**src/sv/calu_pkg.sv**
```systemverilog
package calu_pkg;

  localparam logic [3:0] OP_ADD8  = 4'd0;
  localparam logic [3:0] OP_ADC   = 4'd1;
  localparam logic [3:0] OP_SUB   = 4'd2;
  localparam logic [3:0] OP_SBC   = 4'd3;
  localparam logic [3:0] OP_AND   = 4'd4;
  localparam logic [3:0] OP_XOR   = 4'd5;
  localparam logic [3:0] OP_OR    = 4'd6;
  localparam logic [3:0] OP_CP    = 4'd7;
  localparam logic [3:0] OP_ADD16 = 4'd8;
  localparam logic [3:0] OP_ADDSP = 4'd9;
  localparam logic [3:0] OP_DAA   = 4'd10;

  localparam int FLAG_Z = 3;
  localparam int FLAG_N = 2;
  localparam int FLAG_H = 1;
  localparam int FLAG_C = 0;

  localparam logic [7:0] DAA_HI_ADJ = 8'h60;
  localparam logic [7:0] DAA_LO_ADJ = 8'h06;
  localparam logic [7:0] DAA_LIMIT  = 8'h99;
  localparam logic [3:0] BCD_MAX    = 4'h9;

endpackage

```
**src/sv/cpu_alu_with_flags.sv**
```systemverilog
// Channel   | Handshake          | Payload
// ----------+--------------------+-------------------------------------------
// command   | start, busy        | opcode, operand_a, operand_b, flags_in
// result    | done (strobe)      | result, flags_out
//
// One transaction per clock; busy is low whenever rst is low.
// The result strobes done after one input register and one result register,
// which bracket the single ALU pass.
// rst is synchronous, active high; it clears the valid pipeline and holds busy.
// The receiver cannot stall; done is a one-cycle pulse per transaction.
module cpu_alu_with_flags
  import calu_pkg::*;
(
  input  logic        clk,
  input  logic        rst,
  input  logic        start,
  output logic        busy,
  input  logic [3:0]  opcode,
  input  logic [15:0] operand_a,
  input  logic [15:0] operand_b,
  input  logic [3:0]  flags_in,
  output logic        done,
  output logic [15:0] result,
  output logic [3:0]  flags_out
);

  logic        in_valid;
  logic [3:0]  in_op;
  logic [15:0] in_a;
  logic [15:0] in_b;
  logic [3:0]  in_flags;
  logic [15:0] result_next;
  logic [3:0]  flags_next;

  assign busy = rst;

  always_ff @(posedge clk) begin
    if (rst) begin
      in_valid <= 1'b0;
      done     <= 1'b0;
    end else begin
      in_valid <= start;
      done     <= in_valid;
    end
    in_op     <= opcode;
    in_a      <= operand_a;
    in_b      <= operand_b;
    in_flags  <= flags_in;
    result    <= result_next;
    flags_out <= flags_next;
  end

  calu_core u_core (
    .opcode    (in_op),
    .operand_a (in_a),
    .operand_b (in_b),
    .flags_in  (in_flags),
    .result    (result_next),
    .flags_out (flags_next)
  );

endmodule

```
**src/sv/calu_core.sv**
```systemverilog
module calu_core
  import calu_pkg::*;
(
  input  logic [3:0]  opcode,
  input  logic [15:0] operand_a,
  input  logic [15:0] operand_b,
  input  logic [3:0]  flags_in,
  output logic [15:0] result,
  output logic [3:0]  flags_out
);

  logic [7:0]  a8;
  logic [7:0]  b8;
  logic        cin;
  logic [8:0]  add_sum;
  logic [4:0]  add_half;
  logic [8:0]  sub_dif;
  logic [4:0]  sub_half;
  logic [8:0]  sp_lo_sum;
  logic [4:0]  sp_half;
  logic [15:0] sp_sum;
  logic [16:0] w_sum;
  logic [12:0] w_half;
  logic        daa_n;
  logic        daa_hi;
  logic        daa_lo;
  logic [7:0]  daa_adj;
  logic [7:0]  daa_val;

  assign a8  = operand_a[7:0];
  assign b8  = operand_b[7:0];
  assign cin = (opcode == OP_ADC || opcode == OP_SBC) ? flags_in[FLAG_C] : 1'b0;

  assign add_sum  = {1'b0, a8} + {1'b0, b8} + {8'd0, cin};
  assign add_half = {1'b0, a8[3:0]} + {1'b0, b8[3:0]} + {4'd0, cin};
  assign sub_dif  = {1'b0, a8} - {1'b0, b8} - {8'd0, cin};
  assign sub_half = {1'b0, a8[3:0]} - {1'b0, b8[3:0]} - {4'd0, cin};

  assign sp_lo_sum = {1'b0, a8} + {1'b0, b8};
  assign sp_half   = {1'b0, a8[3:0]} + {1'b0, b8[3:0]};
  assign sp_sum    = operand_a + {{8{b8[7]}}, b8};

  assign w_sum  = {1'b0, operand_a} + {1'b0, operand_b};
  assign w_half = {1'b0, operand_a[11:0]} + {1'b0, operand_b[11:0]};

  // Subtract mode reuses the incoming C/H as the adjust selects.
  assign daa_n   = flags_in[FLAG_N];
  assign daa_hi  = daa_n ? flags_in[FLAG_C] : (flags_in[FLAG_C] || a8 > DAA_LIMIT);
  assign daa_lo  = daa_n ? flags_in[FLAG_H] : (flags_in[FLAG_H] || a8[3:0] > BCD_MAX);
  assign daa_adj = (daa_hi ? DAA_HI_ADJ : 8'h00) | (daa_lo ? DAA_LO_ADJ : 8'h00);
  assign daa_val = daa_n ? (a8 - daa_adj) : (a8 + daa_adj);

  always_comb begin
    result    = operand_a;
    flags_out = flags_in;
    unique case (opcode)
      OP_ADD8, OP_ADC: begin
        result    = {8'd0, add_sum[7:0]};
        flags_out = {add_sum[7:0] == 8'd0, 1'b0, add_half[4], add_sum[8]};
      end
      OP_SUB, OP_SBC, OP_CP: begin
        result    = (opcode == OP_CP) ? operand_a : {8'd0, sub_dif[7:0]};
        flags_out = {sub_dif[7:0] == 8'd0, 1'b1, sub_half[4], sub_dif[8]};
      end
      OP_AND: begin
        result    = {8'd0, a8 & b8};
        flags_out = {(a8 & b8) == 8'd0, 1'b0, 1'b1, 1'b0};
      end
      OP_XOR: begin
        result    = {8'd0, a8 ^ b8};
        flags_out = {(a8 ^ b8) == 8'd0, 1'b0, 1'b0, 1'b0};
      end
      OP_OR: begin
        result    = {8'd0, a8 | b8};
        flags_out = {(a8 | b8) == 8'd0, 1'b0, 1'b0, 1'b0};
      end
      OP_ADD16: begin
        result    = w_sum[15:0];
        flags_out = {flags_in[FLAG_Z], 1'b0, w_half[12], w_sum[16]};
      end
      OP_ADDSP: begin
        result    = sp_sum;
        flags_out = {1'b0, 1'b0, sp_half[4], sp_lo_sum[8]};
      end
      OP_DAA: begin
        result    = {8'd0, daa_val};
        flags_out = {daa_val == 8'd0, daa_n, 1'b0, daa_hi};
      end
      default: begin
        result    = operand_a;
        flags_out = flags_in;
      end
    endcase
  end

endmodule

```
**config.mk**
```make
export PLATFORM = sky130hd
export DESIGN_NAME = cpu_alu_with_flags
export DESIGN_NICKNAME = d
export VERILOG_FILES = /design/src/sv/calu_pkg.sv /design/src/sv/cpu_alu_with_flags.sv /design/src/sv/calu_core.sv
export SDC_FILE = /design/constraint.sdc
export NUM_CORES = 1
export LEC_CHECK = 0
export BUFFER_PORTS_ARGS = -buffer_cell sky130_fd_sc_hd__buf_2
export CAP_MARGIN = 20
export CORE_MARGIN = 3
export CORE_UTILIZATION = 39
export CTS_CLUSTER_DIAMETER = 60
export DETAILED_ROUTE_END_ITERATION = 8
export SLEW_MARGIN = 20
export SYNTH_ARGS = -nofsm -noshare
export SYNTH_HDL_FRONTEND = slang
export SYNTH_SLANG_ARGS = --single-unit
```
**constraint.sdc**
```tcl
create_clock -name clk -period 6.2 [get_ports clk]
set_input_delay 0.31 -clock clk [delete_from_list [all_inputs] [get_ports clk]]
set_output_delay 0.31 -clock clk [all_outputs]
set_load 0.02 [all_outputs]
```
* Word level (Yosys, flattened, before mapping)
Cells that the tools add are included.
** Word-level totals
- Flip-flop bits (word level) :: 62
- Output and inout port bits :: 22
- Logic and storage cells :: 58
** Operators by class
- $add $sub $neg :: 13
- $lt $le $gt $ge :: 2
- Eq/ne operators :: 10
- Multiplexer cells :: 9
- Bitwise gates (word level) :: 4
- Reduce and logical (&&, ||, !) cells :: 12
** Operators by type and width (count)
- $pmux W16 S8 :: 1
- $logic_not A8 Y1 :: 6
- $pmux W4 S8 :: 1
- $add A16 B16 Y17 :: 1
- $add A16 B16 Y16 :: 1
- $eq A4 B3 Y1 const B :: 4
- $mux W16 :: 1
- $or A8 B8 Y8 :: 2
- $add A12 B12 Y13 :: 1
- $eq A4 B4 Y1 const B :: 3
- $add A8 B8 Y9 :: 1
- $add A9 B1 Y9 :: 1
- $sub A8 B8 Y9 :: 1
- $sub A9 B1 Y9 :: 1
- $add A8 B8 Y8 :: 1
- $and A8 B8 Y8 :: 1
- $eq A4 B2 Y1 const B :: 2
- $gt A8 B8 Y1 const B :: 1
- $mux W8 :: 1
- $sub A8 B8 Y8 :: 1
- $xor A8 B8 Y8 :: 1
- $mux W7 :: 1
- $add A4 B4 Y5 :: 1
- $add A5 B1 Y5 :: 1
- other kinds (10) :: 14

* Longest topological paths before layout
Gate-level depths: netlist of the first run.
- Depth after elaboration :: 9
- Depth in mapped cells :: 15
- Gate-level depth less buffers :: 15

* Modules after synthesis
Synthesis of the first run repeated with hierarchy kept, for this count alone.
** Second synthesis, totals
- Cell total of the unflattened synthesis :: 484
- Area, all modules :: 4251.6 um^2
** By module, submodules not included
- calu_core :: instances 1, cells each 419, area an instance 2990.4 um^2, sequential area each 0.0 um^2
- cpu_alu_with_flags :: instances 1, cells each 65, area an instance 1261.2 um^2, sequential area each 1241.2 um^2

* Least setup slack after synthesis of the first run
Ideal clock, no wire load.
- Path type :: flip-flop to flip-flop
- Start point :: register in_a[1]
- End point :: register result[7]
- Library setup time :: 0.114 ns
- Arrival :: 2.989 ns
- Path slack :: 3.097 ns
- Cell stages (with the launch flop) :: 16
- Period minus slack after synthesis :: 3.103 ns
- Cell sequence :: dfxtp_1 -> nor2_1 -> or4_1 -> a21oi_1 -> nor2_1 -> ha_1 -> nand2_1 -> o21ai_0 -> ha_1 -> o21a_1 -> o21a_1 -> o2bb2ai_1 -> xnor2_1 -> a222oi_1 -> o21ai_0 -> a21o_1
** Between the ends
- Word-level cells in the longest chain between the ends :: 8
- Elaborated cells on any way between the ends :: 20
- Classes of those cells :: add/sub (8); order compare (2); mux (7); bitwise (1); reduce/logical (2)
** Ends and longest elaborated chain
- start: declaration :: line cpu_alu_with_flags.sv:29 : logic [15:0] in_a;
- start signal: assignment :: line cpu_alu_with_flags.sv:46 : in_a <= operand_a;
- $gt A8 B8 Y1 / $gt A4 B4 Y1 (equally long branches) :: line calu_core.sv:48, calu_core.sv:49
- $logic_or A1 B1 Y1 (on tied branches) :: line calu_core.sv:48, calu_core.sv:49
- $mux W1 (on tied branches) :: line calu_core.sv:48, calu_core.sv:49
- $mux W7 / $mux W3 (equally long branches) :: line calu_core.sv:50 : assign daa_adj = (daa_hi ? DAA_HI_ADJ : 8'h00) | (daa_lo ? DAA_LO_ADJ : 8'h00);
- $or A8 B8 Y8 :: line calu_core.sv:50
- $add A8 B8 Y8 / $sub A8 B8 Y8 (equally long branches) :: line calu_core.sv:51 : assign daa_val = daa_n ? (a8 - daa_adj) : (a8 + daa_adj);
- $mux W8 :: line calu_core.sv:51
- $pmux W16 S8 * :: line calu_core.sv:56 : unique case (opcode)
- net result_next[7] :: line cpu_alu_with_flags.sv:32 : logic [15:0] result_next;
- end signal: assignment :: line cpu_alu_with_flags.sv:49 : result <= result_next;
- end: declaration :: line cpu_alu_with_flags.sv:23 : output logic [15:0] result,
The timed path passes the listed nets; every way through them passes the cells marked *.
A chain may end at the register's enable or synchronous reset.

* Final worst setup path of the first run
- Start point :: register in_a[1]
- End point :: register flags_out[3]
** Between the ends
- Word-level cells in the longest chain between the ends :: 9
- Elaborated cells on any way between the ends :: 26
- Classes of those cells :: add/sub (6); order compare (2); mux (6); bitwise (4); reduce/logical (8)
** Ends and longest elaborated chain
- $gt A8 B8 Y1 / $gt A4 B4 Y1 (equally long branches) :: line calu_core.sv:48, calu_core.sv:49
- $logic_or A1 B1 Y1 (on tied branches) :: line calu_core.sv:48, calu_core.sv:49
- $mux W1 (on tied branches) :: line calu_core.sv:48, calu_core.sv:49
- $mux W7 / $mux W3 (equally long branches) :: line calu_core.sv:50
- $or A8 B8 Y8 :: line calu_core.sv:50
- $add A8 B8 Y8 / $sub A8 B8 Y8 (equally long branches) :: line calu_core.sv:51
- $mux W8 :: line calu_core.sv:51
- $logic_not A8 Y1 :: line calu_core.sv:87 : flags_out = {daa_val == 8'd0, daa_n, 1'b0, daa_hi};
- $pmux W4 S8 * :: line calu_core.sv:56
- net flags_next[3] :: line cpu_alu_with_flags.sv:33 : logic [3:0] flags_next;
- end signal: assignment :: line cpu_alu_with_flags.sv:50 : flags_out <= flags_next;
- end: declaration :: line cpu_alu_with_flags.sv:24 : output logic [3:0] flags_out
Marks and branches as above.

==> results of run 1 <==
==> final timing paths <==
kind / from / to / slack (ns) / depth (start not counted)
max: in_a[1] / flags_out[3] / 2.73 / 15
min reg2reg: in_valid / done / 0.46 / 1
min: operand_a[10] / in_a[10] / 0.07 / 1
max reg2reg: in_a[1] / flags_out[3] / 2.73 / 15
==> layout make-up <==
type | count | area (um^2) | area share [%]
Clock inverter | 5 | 50.05 | 0.9650
Timing Repair Buffer | 66 | 335.3 | 6.466
Inverter | 33 | 123.9 | 2.388
Tap cell | 140 | 175.2 | 3.378
Clock buffer | 11 | 232.7 | 4.487
Sequential cell | 62 | 1241 | 23.93
Multi-Input combinational cell | 417 | 3028 | 58.38
==> worst reg2reg max path, delay by kind of cell (launching register included) <==
family / cells / cell delay (ns)
xor gates and xnor gates: 1 / 0.12
DFF: 1 / 0.61
and+or+nand+nor: 4 / 0.65
AOI/OAI and AO/OA: 8 / 1.37
adders and majority gates: 2 / 0.63
==> state kept, by name, summed over array words and instances, names as in the netlist <==
signal	flops
in_b	16
flags_out	4
in_flags	4
in_valid	1
result	16
done	1
in_a	16
in_op	4
==> metal layers <==
metal	routed length, um	GRT usage, %
met5	0	0
met4	277	7.292
met3	1089	4.813
met2	5925	32.27
met1	6519	31.47
==> metrics by stage <==
step           utilization, %  power, mW  area, um^2  setup slack (ns)  hold slack, ns
2_1_floorplan               -     0.7382        4459             3.097          0.3377
3_3_place_gp            44.65     0.8515        4903             2.878          0.4123
3_5_place_dp            44.65     0.8525        4903             2.799          0.4136
4_1_cts                 47.22      1.348        5186             2.764         0.06307
5_1_grt                 47.22      1.412        5186             2.385         0.06192
6_report                47.22      1.339        5186             2.733         0.07012
==> layout by cell type (no fill, tap or decap), types with 3 or more instances in the layout <==
cell type,count
and3_1,4
nand4_1,5
o21ai_1,7
xor2_1,14
nor2b_1,8
a31oi_1,4
xnor2_1,22
and2_1,3
buf_2,64
nand3_1,6
a22oi_1,6
o211ai_1,5
nor2_1,53
nand2_1,25
a221oi_1,4
mux2i_1,8
a21oi_1,38
ha_1,56
a21o_1,12
nor3_1,12
nand3b_1,4
clkbuf_16,9
clkinv_2,4
nor4_1,7
o22ai_1,6
inv_1,32
fa_1,3
or3_1,4
o21ai_0,27
a211oi_1,10
a32oi_1,5
a221o_1,7
o21a_1,7
dfxtp_1,62
nand2b_1,7
==> kinds of logic (layout without fill, tap and decap cells) <==
logic type / count (synthesis) / after routing
AOI/OAI and AO/OA: 157 / 157
xor gates and xnor gates: 36 / 36
adders and majority gates: 59 / 59
buffers and inverters: 46 / 115
DFF: 62 / 62
muxes: 8 / 8
and+or+nand+nor: 157 / 157
==> power by group <==
group / leakage, nW / switching (mW) / internal (mW)
Combinational: 1.69 / 0.239 / 0.157
Clock: 0.143 / 0.178 / 0.308
Sequential: 0.522 / 0.0258 / 0.431
==> summary.md, run 1 <==
| Metric | Value |
|---|---|
| CP max stage delay | `about 0.61 ns` |
| TritonCTS clock tree | `done` |
| Row count | `38` |
| Post-Synth Adder-Cell Area | `17.06%` |
| Share of the synthesized area in the top cell type | `27.83%` |
| Main synth FF type | `dfxtp_1` |
| Arr. time, crit path | `about 3.7 ns` |
| Most numerous cell in the Yosys netlist | `dfxtp_1` |
| Layout area overhead | `16.30%` |
| Asr flop ratio synth | `0%` |
| Status | `completed` |
| Hold buffer count at cts | `0` |
| Synthesized area per cell | `between 8 and 9 um^2` |
| Root Buffer | `clkbuf_16` |
| Worst-Skew Late Latency | `approximately 0.34 ns` |
| Post-synth design cell area | `roughly 4500 um^2` |
| Via/cell ratio | `5.725` |
| Seq cells post-synth | `slightly above 60` |
| P per Cell Area | `258.2 nW/um^2` |
| CTS sink count | `62` |
| MaxCap Viol Count | `0` |
| 1st-pass router iterations | `5` |
| Tightest Hold Check Type | `input port to flop` |
| PostCTS Resize Cnt | `0` |
| Drt initial violations | `between 300 and 400` |
| Ys Warns | `0` |
| Leading area contributor after synthesis | `dfxtp_1` |
| Top Family by Delay on Critical Path | `compound AO/OA/AOI/OAI gates` |
| Chip Height | `112.9 um` |
| CP endpoint kind | `flop` |
| Synth unique cells | `68` |
| CP Max Fanout | `11` |
| Drt total wl | `approximately 14000 um` |
| Setup Skew | `~0.0059 ns` |
| Unrepaired setup endpoints after global routing | `false` |
| Share of cells above drive strength 1 | `about 16%` |
| Setup Buffers After CTS | `0` |
| Setup TNS | `0 ns` |
| Simple-Gate Fraction of Synth Area | `a little under a fifth` |
| CP bufs+invs | `0` |
| First-pass GRT wire length | `approximately 22000 um` |
| Initial Util | `40.60%` |
| Crit path time final | `approximately 3.5 ns` |
| Grt ovf | `0` |
| Final Hold Vio Count | `0` |
| Synth cell count leaders | `dfxtp_1 (62), ha_1 (56), nor2_1 (53), a21oi_1 (38), inv_1 (32)` |
| Main combinational cell family by area after synthesis | `compound AO/OA/AOI/OAI gates` |
| Worst-path clk slew | `approximately 0.05 ns` |
| Worst path required time | `6.46 ns` |
| Die width | `112.9 um` |
| Die ar. | `about 13000 um^2` |
| CP cell instances | `nor2_1 -> or4_1 -> a21oi_1 -> nor2_1 -> ha_1 -> nand2_1 -> o21ai_0 -> ha_1 -> o21a_1 -> o21a_1 -> o2bb2ai_1 -> xnor2_1 -> a2111oi_0 -> a211oi_1 -> o22ai_1` |
| Routed WL per cell | `~19 um` |
| GRT Overall Usage | `a little over a fifth` |
| Critical path launch point type | `flop` |
| Vias | `about 4200` |
| H-tree depth | `3` |
| Number of global-route vias before repair | `roughly 4000` |
| Post-Syn Nets | `approximately 630` |
| Fillers | `between 1000 and 1500` |
| Kind of critical path | `flop to flop` |
| Final layout net count | `between 600 and 700` |
| Final Max Tran Viols | `0` |
| Peak Freq | `0.2885 GHz` |
| CORE AREA | `roughly 11000 um^2` |
| Post-DP HPWL | `roughly 11000 um` |
| Placed cells | `roughly 720` |
| Post-route ant nets | `0` |
| Mux share of post-synthesis cell area | `under 10%` |
| # IOs | `65` |
| Antenna Cells | `0` |
| VDD IR max | `about 0.24 mV` |
| Leakage power | `around 2.4 nW` |
| CTS max path bufs | `2` |
| CP max-delay cell | `dfxtp_1` |
| Port bufs | `64` |
| Relative slew margins | `around 49%` |
| Fin crit share | `between 50% and 60%` |
| Post-synth EDFFs | `0` |
| Num CTS Buffers | `9` |
| Fin cells | `734` |
| Slew @ Worst Pin | `0.7559 ns` |
| Residual DRC | `0` |
| Post-synthesis compound-gate area fraction | `23.34%` |
| Post-Synth XOR/XNOR Area | `between 7 and 8%` |
| Largest net degree at the start of global routing | `33` |
| Seq/Total Area, Yosys | `~28%` |
| Gate Count Post-Synth | `roughly 530` |
| # setup viols final | `0` |
| Routability cong. | `just over 1` |
| Top post-synthesis cells by area | `dfxtp_1 (28%), ha_1 (16%), nor2_1 (4.5%)` |
| Initial antenna violation count | `0` |
(Power assumes the default switching activity.)
==> run 2: changes to the inputs <==
==> constraint.sdc (replaced) <==
create_clock -name clk -period 3 [get_ports clk]
set_input_delay 0.15 -clock clk [delete_from_list [all_inputs] [get_ports clk]]
set_output_delay 0.15 -clock clk [all_outputs]
set_load 0.02 [all_outputs]
==> summary.md, run 2 (same netlist as run 1, synthesis figures left out) <==
| Metric | Value |
|---|---|
| Status | `complete, but fails checks` |
| Failing checks | `setup timing` |
| Most frequent cells in the layout | `buf_2 (64), dfxtp_1 (59), ha_1 (56), nor2_1 (53), dlygate4sd3_1 (41)` |
| Arr. time, crit path | `3.34 ns (-0.38 ns)` |
| Die width | `112.9 um (unchanged)` |
| Die ar. | `12750 um^2 (unchanged)` |
| Tightest Hold Check Type | `input port to flop` |
| Commonest non-fill, non-tap cell in the layout | `buf_2` |
| Initial Util | `40.60% (unchanged)` |
| Relative slew margins | `50.73% (+1.5 points)` |
| Peak Freq | `0.3216 GHz (+11%)` |
| # setup viols final | `2 (+2)` |
| CP endpoint kind | `flop` |
| Drt total wl | `14640 um (+6.0%)` |
| Num CTS Buffers | `9 (unchanged)` |
| CP cell instances | `inv_2 -> or4_1 -> a21oi_1 -> nor2_1 -> ha_1 -> nand2_1 -> o21ai_1 -> ha_1 -> o21a_1 -> o21a_1 -> o2bb2ai_2 -> xnor2_2 -> a222oi_1 -> o21ai_1 -> a21o_1` |
| R2R cell count | `15 (unchanged)` |
| Worst R2R End | `result[7]` |
| Share of cells above drive strength 1 | `21.79% (+6.0 points)` |
| Top Family by Delay on Critical Path | `compound AO/OA/AOI/OAI gates` |
| CP bufs+invs | `1 (+1)` |
| Initial antenna violation count | `0 (unchanged)` |
| First-pass GRT wire length | `23130 um (+6.5%)` |
| Final layout net count | `767 (+11%)` |
| CTS max path bufs | `2 (unchanged)` |
| Routability cong. | `0.9748 (-4.0%)` |
| Cell count of the worst hold path | `2 (+1)` |
| CP Max Fanout | `3 (-8)` |
| MaxCap Viol Count | `0 (unchanged)` |
| CP max-delay cell | `or4_1` |
| Residual DRC | `0 (unchanged)` |
| Worst hold slack | `0.02639 ns (-0.04373 ns)` |
| Row count | `38 (unchanged)` |
| Final Hold Vio Count | `0 (unchanged)` |
| Largest net degree at the start of global routing | `32 (-3.0%)` |
| Crit path time final | `3.109 ns (-0.3571 ns)` |
| Leakage power | `2.716 nW (+16%)` |
| 1st-pass router iterations | `5 (unchanged)` |
| Power consumption | `2.891 mW (+120%)` |
| Flop2flop setup slack | `-0.11 ns (-2.84 ns)` |
| Worst-path clk slew | `0.05 ns (about the same)` |
| Fillers | `1030 (-5.8%)` |
| CTS sink count | `62 (unchanged)` |
| Worst path required time | `3.23 ns (-3.23 ns)` |
| Slew @ Worst Pin | `0.7334 ns (-0.02249 ns)` |
| TritonCTS clock tree | `done` |
| # IOs | `65 (unchanged)` |
| Unrepaired setup endpoints after global routing | `true` |
| Worst-Skew Late Latency | `0.34 ns (about the same)` |
| Core Util, Final | `54.18% (+7.0 points)` |
| CORE AREA | `10980 um^2 (unchanged)` |
| Grt ovf | `0 (unchanged)` |
| Hold Crit Start | `start` |
| Kind of critical path | `flop to flop` |
| H-tree depth | `3 (unchanged)` |
| Antenna Cells | `0 (unchanged)` |
| Post-DP HPWL | `11460 um (+4.0%)` |
| Port bufs | `64 (unchanged)` |
| Vias | `4408 (+4.9%)` |
| Setup Skew | `0.01043 ns (+0.004483 ns)` |
| Final Max Tran Viols | `0 (unchanged)` |
| PnR worst setup slack | `-0.1095 ns (-2.843 ns)` |
| Number of global-route vias before repair | `4267 (+7.2%)` |
| Routed WL per cell | `18.08 um (-3.9%)` |
| Worst Hold Path EP | `in_valid` |
| Layout area overhead | `33.45%` |
| Via/cell ratio | `5.442 (-4.9%)` |
| GRT Overall Usage | `23.57% (+1.7 points)` |
| Largest regs | `in_a: 16 flops, in_b: 16 flops, result: 16 flops` |
| Critical path launch point type | `flop` |
| Pre-CTS setup slack | `-0.1790 ns (-2.978 ns)` |
| Drt initial violations | `283 (-16%)` |
| Fin crit share | `103.6% (+48 points)` |
| Chip Height | `112.9 um (unchanged)` |
| P per Cell Area | `485.8 nW/um^2 (+88%)` |
| Root Buffer | `clkbuf_16` |
| VDD IR max | `0.3898 mV (+64%)` |
| Post-route ant nets | `0 (unchanged)` |
| R2r startpoint | `in_a[4]` |
| CP max stage delay | `0.50 ns (-0.11 ns)` |
run 2: cell count changes in the layout (fill, tap and decap cells not counted), moves of 3 or more:
| cell | delta |
|---|---|
| dfxtp_1 | -3 |
| xnor2_1 | -3 |
| dfxtp_2 | +3 |
| buf_4 | +35 |
| xnor2_2 | +3 |
| clkbuf_8 | +3 |
| dlygate4sd3_1 | +41 |
run 2: worst max path at each step:
stage                       start      endpoint  slack [ns]  depth (start not counted)
after detailed placement  in_a[4]  flags_out[3]       -0.18                         15
after global placement    in_a[4]     result[7]       -0.04                         15
after floorplan           in_a[4]     result[7]        0.02                         15
after global routing      in_a[4]     result[7]       -0.31                         15
final                     in_a[4]     result[7]       -0.11                         15
after CTS                 in_a[4]     result[7]       -0.08                         15
run 2: power breakdown:
group / switching [mW] / internal [mW]
clock network: 0.369 / 0.623
logic: 0.554 / 0.419
registers: 0.0348 / 0.892
total: 0.957 / 1.93
run 2: stage by stage:
stage | std cells | cell area, um^2 | setup TNS, ns
finish | 810 | 5951 | -0.1399
global route | 810 | 5951 | -0.5583
CTS | 808 | 5872 | -0.09445
detailed placement | 750 | 5145 | -0.3067
global placement | 750 | 5145 | -0.04131
floorplan | 525 | 4461 | 0
run 2: repair_timing:
action | in CTS | in global routing
setup buffers | 1 | 2
pin swaps | 4 | 2
setup endpoints to repair | 2 | 7
hold endpoints to repair | 42 | 0
resized for setup | 7 | 12
hold buffers | 41 | 0
run 2: layer usage:
metal	wire, um	GRT usage (%)
met5	0	0
met4	187	6.731
met3	933	4.866
met2	6438	35.74
met1	7084	33.82
run 2: layout make-up:
cell class	count	area (um^2)	share of cell area [%]
Inverter	33	123.9	2.082
Clock buffer	13	270.3	4.542
Multi-Input combinational cell	417	3110	52.27
Sequential cell	62	1245	20.92
Clock inverter	3	17.52	0.2944
Tap cell	140	175.2	2.944
Timing Repair Buffer	142	1008	16.95
